### src/design/lpht_pkg.sv
package lpht_pkg;
	localparam int unsigned TableDepth = 1024;
	localparam int unsigned SlotW = 10;
	localparam int unsigned SizeW = 11;
	localparam logic [30:0] HashPrime = 31'h7fffffff;

	localparam logic [1:0] ACT_INSERT = 2'd0;
	localparam logic [1:0] ACT_SEARCH = 2'd1;
	localparam logic [1:0] ACT_CLEAR = 2'd2;

	localparam logic [2:0] ST_INSERTED = 3'd0;
	localparam logic [2:0] ST_UPDATED = 3'd1;
	localparam logic [2:0] ST_FULL = 3'd2;
	localparam logic [2:0] ST_FOUND = 3'd3;
	localparam logic [2:0] ST_NOT_FOUND = 3'd4;
	localparam logic [2:0] ST_CLEARED = 3'd5;

	localparam logic [1:0] REG_MULT = 2'd0;
	localparam logic [1:0] REG_OFFSET = 2'd1;
	localparam logic [1:0] REG_SIZE = 2'd2;

	// Request from the sequencer to the hash unit.
	typedef struct packed {
		logic start;
		logic [31:0] key;
		logic [30:0] mult;
		logic [30:0] offset;
		logic [SizeW-1:0] size;
	} hash_req_t;

	// Answer from the hash unit.
	typedef struct packed {
		logic done;
		logic [SlotW-1:0] home;
	} hash_rsp_t;
endpackage

### src/design/lpht_hash.sv
// Home slot unit: reduces the key, multiplies over two slices of 16 and 15
// bits, folds by the Mersenne prime, then takes the remainder by the size bit-serially.
module lpht_hash (
	input  logic clk,
	input  logic arst_n,
	input  lpht_pkg::hash_req_t req,
	output lpht_pkg::hash_rsp_t rsp
);
	localparam logic [2:0] H_IDLE = 3'd0;
	localparam logic [2:0] H_MUL = 3'd1;
	localparam logic [2:0] H_FOLD = 3'd2;
	localparam logic [2:0] H_MOD = 3'd3;
	localparam logic [2:0] H_DONE = 3'd4;

	logic [2:0] state_q;
	logic [1:0] slice_q;
	logic [62:0] acc_q;
	logic [30:0] k_q;
	logic [30:0] mult_q;
	logic [30:0] offset_q;
	logic [lpht_pkg::SizeW-1:0] size_q;
	logic [lpht_pkg::SizeW-1:0] rem_q;
	logic [5:0] bit_q;
	logic [30:0] h_q;
	logic [63:0] kx;
	logic [32:0] kfold;
	logic [31:0] kred;
	logic [15:0] mslice;
	logic [46:0] partial;
	logic [32:0] hfold;
	logic [31:0] hred;
	logic [lpht_pkg::SizeW:0] rem_sh;

	// Key reduction: the sign-extended key folded by 2^31 = 1 (mod p).
	always_comb begin
		kx = {{32{req.key[31]}}, req.key};
		kfold = {2'b0, kx[30:0]} + {2'b0, kx[61:31]} + {31'b0, kx[63:62]};
		kred = {1'b0, kfold[30:0]} + {30'b0, kfold[32:31]};
		if (kred >= {1'b0, lpht_pkg::HashPrime})
			kred = kred - {1'b0, lpht_pkg::HashPrime};
	end

	// One 31 by 16 partial product a cycle; also the fold by the prime and the remainder shift.
	always_comb begin
		mslice = (slice_q == 2'd0) ? k_q[15:0] : {1'b0, k_q[30:16]};
		partial = {16'b0, mult_q} * {31'b0, mslice};
		hfold = {2'b0, acc_q[30:0]} + {2'b0, acc_q[61:31]} + {32'b0, acc_q[62]};
		hred = {1'b0, hfold[30:0]} + {30'b0, hfold[32:31]};
		if (hred >= {1'b0, lpht_pkg::HashPrime})
			hred = hred - {1'b0, lpht_pkg::HashPrime};
		rem_sh = {rem_q, h_q[bit_q[4:0]]};
	end

	always_ff @(posedge clk or negedge arst_n) begin
		if (!arst_n) begin
			state_q <= H_IDLE;
		end else begin
			unique case (state_q)
				H_IDLE: if (req.start) state_q <= H_MUL;
				H_MUL: if (slice_q == 2'd1) state_q <= H_FOLD;
				H_FOLD: state_q <= H_MOD;
				H_MOD: if (bit_q == 6'd0) state_q <= H_DONE;
				H_DONE: state_q <= H_IDLE;
				default: state_q <= H_IDLE;
			endcase
		end
	end

	always_ff @(posedge clk) begin
		unique case (state_q)
			H_IDLE: begin
				k_q <= kred[30:0];
				mult_q <= req.mult;
				offset_q <= req.offset;
				size_q <= req.size;
				acc_q <= {32'b0, req.offset};
				slice_q <= 2'd0;
			end
			H_MUL: begin
				acc_q <= acc_q + ((slice_q == 2'd0) ? {16'b0, partial} :
					{partial[46:0], 16'b0});
				slice_q <= slice_q + 2'd1;
			end
			H_FOLD: begin
				h_q <= hred[30:0];
				rem_q <= '0;
				bit_q <= 6'd30;
			end
			H_MOD: begin
				// Restoring division step, remainder only.
				if (rem_sh >= {1'b0, size_q})
					rem_q <= rem_sh[lpht_pkg::SizeW-1:0] - size_q;
				else
					rem_q <= rem_sh[lpht_pkg::SizeW-1:0];
				bit_q <= bit_q - 6'd1;
			end
			default: begin
			end
		endcase
	end

	assign rsp.done = (state_q == H_DONE);
	assign rsp.home = rem_q[lpht_pkg::SlotW-1:0];
endmodule

### config.mk
export PLATFORM = sky130hd
export DESIGN_NAME = lpht_hash
export DESIGN_NICKNAME = d
export VERILOG_FILES = /design/src/design/lpht_pkg.sv /design/src/design/lpht_hash.sv
export SDC_FILE = /design/constraint.sdc
export NUM_CORES = 2
export LEC_CHECK = 0
export ABC_AREA = 1
export BUFFER_PORTS_ARGS = -buffer_cell sky130_fd_sc_hd__buf_4
export CORE_UTILIZATION = 60
export DETAILED_ROUTE_END_ITERATION = 10
export PLACE_DENSITY = 0.84
export SLEW_MARGIN = 5
export SYNTH_ARGS = -nofsm -noshare
export SYNTH_HDL_FRONTEND = slang
export SYNTH_SLANG_ARGS = --single-unit
export TNS_END_PERCENT = 50
### constraint.sdc
create_clock -name clk -period 12 [get_ports clk]
set_input_delay 1.8 -clock clk [delete_from_list [all_inputs] [get_ports clk]]
set_output_delay 1.8 -clock clk [all_outputs]
set_load 0.03 [all_outputs]
==> flow_summary.json <==
{
  "floorplan.initialDensity": 0.6117,
  "min_delay_path_depth": 2,
  "num_vias": 31410,
  "postPlaceCellArea_mm2": 0.03545,
  "clock_latency_ns": 0.53,
  "chipWidth_um": 239.7,
  "synth_flop_type": "sky130_fd_sc_hd__edfxtp_1",
  "drt_wl_total_mm": 104.6,
  "worst_setup_hold_path_clk_slew_ns": 0.10,
  "layout_overhead_on_the_synthesized_area_pct": 6.386,
  "syn_avg_cell_area_um2": 7.249,
  "max-cap-violations": 0,
  "achievable-frequency_mhz": 89.61,
  "setup.worst_path.start_class": "flop",
  "drt_first_iter_violations": 3180,
  "drc": 0,
  "final.setup.tns_ns": 0,
  "htreeDepth": 4,
  "critPathArrivalTime_ns": 11.46,
  "finalSetupViolCount": 0,
  "io_buffers": 118,
  "fin_cells": 5484,
  "critical-path-top-delay-family": "adder cells",
  "postCtsSetupBuffers": 0,
  "cp_common_cell": "sky130_fd_sc_hd__inv_1",
  "rsz0062_at_grt": "no",
  "finish.utilization": 0.6507,
  "seq_total_area_yosys": 0.1670,
  "number_of_antenna_violations_at_the_first_check_in_global_routing": 0,
  "cp_data_required_time_ns": 12.30,
  "share_of_post_route_cells_with_drive_strength_above_1": 0.06166,
  "fillCellCount": 4803,
  "timing.final.crit_share": 0.9299,
  "synth_edf_count": 186,
  "cts.repair.resized": 0,
  "placed_cells": 5452,
  "hold_path_startpoint": "bit_q[4]",
  "grt_max_degree": 70,
  "max_slew.worst_pin.slew_ns": 1.362,
  "clk_root_buffer_cell": "sky130_fd_sc_hd__clkbuf_16",
  "critical_path_peak_fanout": 59,
  "synth.distinct_cells": 58,
  "slew_headroom": 0.08250,
  "cts_tree": "built",
  "timing.critical_path.to_type": "flop",
  "mappedNetlistNets": 5427,
  "hold-path-endpoint": "bit_q[4]",
  "final_design_area_no_fill_mm2": 0.03606,
  "post_synth_inst_count": 4676,
  "bufs_and_invs_on_worst_path": 9,
  "post_drt_wl_per_cell_um": 19.07,
  "gpl.final_weighted_congestion": 1.030,
  "die_h_um": 239.7,
  "first_global_vias": 30990,
  "synthArstFlopShare": 0.01587,
  "r2r-end": "acc_q[46]",
  "mappedNetlistArea_mm2": 0.03390,
  "timing.final.crit_period_ns": 11.16,
  "worst_hold_path_type": "flop to flop",
  "diodes": 0,
  "average_vias_per_placed_instance": 5.727,
  "placement_rows": 86,
  "final-max-slew-violation-count": 0,
  "num_io_pins": 119,
  "hold_buffers": 0,
  "cts_inserted_buffers": 17,
  "status": "finished clean",
  "slowest_stage": "sky130_fd_sc_hd__inv_1",
  "regToRegStartpoint": "slice_q[0]",
  "place.detailed.hpwl_mm": 86.51,
  "total_routing_usage_reported_by_global_routing": 0.3743,
  "ys_ff_latch": 189,
  "grt.overflow.total": 0,
  "grt_first_pass_wirelength_mm": 164.1,
  "drt_pass1_iterations": 6,
  "floorplan.core_area_mm2": 0.05542,
  "reg2reg_setup_slack_ns": 0.84,
  "max_stage_delay_ns": 0.85,
  "yosys_warnings": 0,
  "hold_viol": 0,
  "cts_max_path_buffers": 2,
  "worst-r2r-cell-count": 40,
  "path_class": "flop to flop",
  "floorplan_die_area_mm2": 0.05745,
  "worst_clock_skew_ns": 0.02568,
  "numClockSinks": 189,
  "nets": 5474,
  "cp.depth": 40,
  "drtAntennaViolNets": 0
}
-- worst register-to-register path, delay by kind of cell, from the launching register on --
kind	cells	cell delay, ns
compound gates	12	3.17
simple gates	9	1.18
fa+ha+maj	9	4.09
xor+xnor	1	0.25
flops	1	0.43
buf+inv	9	1.83
-- final cells by class --
| cell class | count | area (um2) | area share |
|---|---|---|---|
| Clock buffer | 18 | 429.2 | 0.01190 |
| Clock inverter | 14 | 182.7 | 0.005066 |
| Inverter | 954 | 3581 | 0.09931 |
| Multi-Input combinational cell | 3422 | 24230 | 0.6719 |
| Sequential cell | 189 | 5660 | 0.1570 |
| Tap cell | 748 | 935.9 | 0.02595 |
| Timing Repair Buffer | 139 | 1044 | 0.02894 |
-- per-layer routing --
layer,track usage,up-vias,routed length [um]
li1,-,14670,-
met1,0.4848,14770,41150
met2,0.6033,1626,47770
met3,0.08436,337,11120
met4,0.1570,0,4559
met5,0,-,0
-- cell families (layout without fill, tap and decap cells) --
logic type | count (synthesis) | after routing | share of synthesized area
AND/OR/NAND/NOR | 2078 | 2078 | 0.2573
buffers and inverters | 1065 | 1125 | 0.1197
adder cells (fa/ha/maj) | 643 | 643 | 0.3279
AO/OA/AOI/OAI | 571 | 571 | 0.09417
flip-flops | 189 | 189 | 0.1670
XOR/XNOR | 128 | 128 | 0.03330
multiplexers | 2 | 2 | 0.0005906
-- worst max-delay path by stage --
| stage | slack (ns) | end | start |
|---|---|---|---|
| after floorplan | 3.10 | acc_q[61] | slice_q[0] |
| final | 0.84 | acc_q[46] | slice_q[0] |
| after global routing | 0.24 | acc_q[59] | slice_q[0] |
| after CTS | 1.12 | acc_q[46] | slice_q[0] |
| after global placement | 1.32 | acc_q[46] | slice_q[0] |
| after detailed placement | 1.12 | acc_q[46] | slice_q[0] |
-- state kept, by name (all words and copies together), names as in the netlist --
name,flops
acc_q,63
h_q,31
k_q,31
mult_q,31
rem_q,11
size_q,11
bit_q,6
state_q,3
slice_q,2
-- stage by stage --
step / setup WS [ns] / hold WS [ns]
6_report: 0.8407 / 0.6061
5_1_grt: 0.2355 / 0.6532
4_1_cts: 1.119 / 0.6079
3_5_place_dp: 1.121 / 0.5876
3_3_place_gp: 1.317 / 0.5762
2_1_floorplan: 3.103 / 0.5530
-- cells in the final DEF, fill, tap and decap left out, types with 57 or more instances in the layout --
cell type | Yosys | layout
sky130_fd_sc_hd__a21oi_1 | 209 | 209
sky130_fd_sc_hd__inv_1 | 927 | 927
sky130_fd_sc_hd__ha_1 | 234 | 233
sky130_fd_sc_hd__buf_4 | 12 | 139
sky130_fd_sc_hd__a31oi_1 | 57 | 57
sky130_fd_sc_hd__o21ai_0 | 200 | 198
sky130_fd_sc_hd__xor2_1 | 71 | 71
sky130_fd_sc_hd__edfxtp_1 | 186 | 186
sky130_fd_sc_hd__nand2_1 | 1089 | 1089
sky130_fd_sc_hd__nand3_1 | 164 | 164
sky130_fd_sc_hd__fa_1 | 409 | 409
sky130_fd_sc_hd__nor2_1 | 596 | 594
-- cells in the mapped netlist, drive strengths merged (2+ instances only) --
cell | number | area (um2)
o21bai | 10 | 75.07
a211oi | 6 | 45.04
clkbuf | 85 | 319.1
o311ai | 2 | 17.52
and2 | 5 | 31.28
ha | 234 | 2928
buf | 26 | 158.9
or2 | 19 | 118.9
nand2 | 1112 | 4252
a21boi | 11 | 82.58
dfrtp | 3 | 75.07
nand3b | 20 | 150.1
a21o | 11 | 82.58
a221oi | 3 | 26.28
nor3b | 3 | 22.52
a21oi | 219 | 1134
xor2 | 72 | 638.1
clkinv | 10 | 37.54
o21ai | 212 | 1061
fa | 409 | 8188
o221ai | 9 | 78.83
o22ai | 5 | 31.28
nor3 | 53 | 312.8
inv | 944 | 3543
nor2 | 622 | 2462
xnor2 | 56 | 490.5
edfxtp | 186 | 5585
nand3 | 170 | 903.4
o211ai | 6 | 45.04
a31oi | 57 | 356.6
nand4 | 56 | 350.3
and3 | 3 | 18.77
nor4 | 13 | 81.33
o31ai | 2 | 15.01
mux2i | 2 | 20.02
o21a | 14 | 105.1
Power is left out: the tool's default activity adds up to more than one toggle a clock period on the data nets, which glitch-free logic cannot reach.
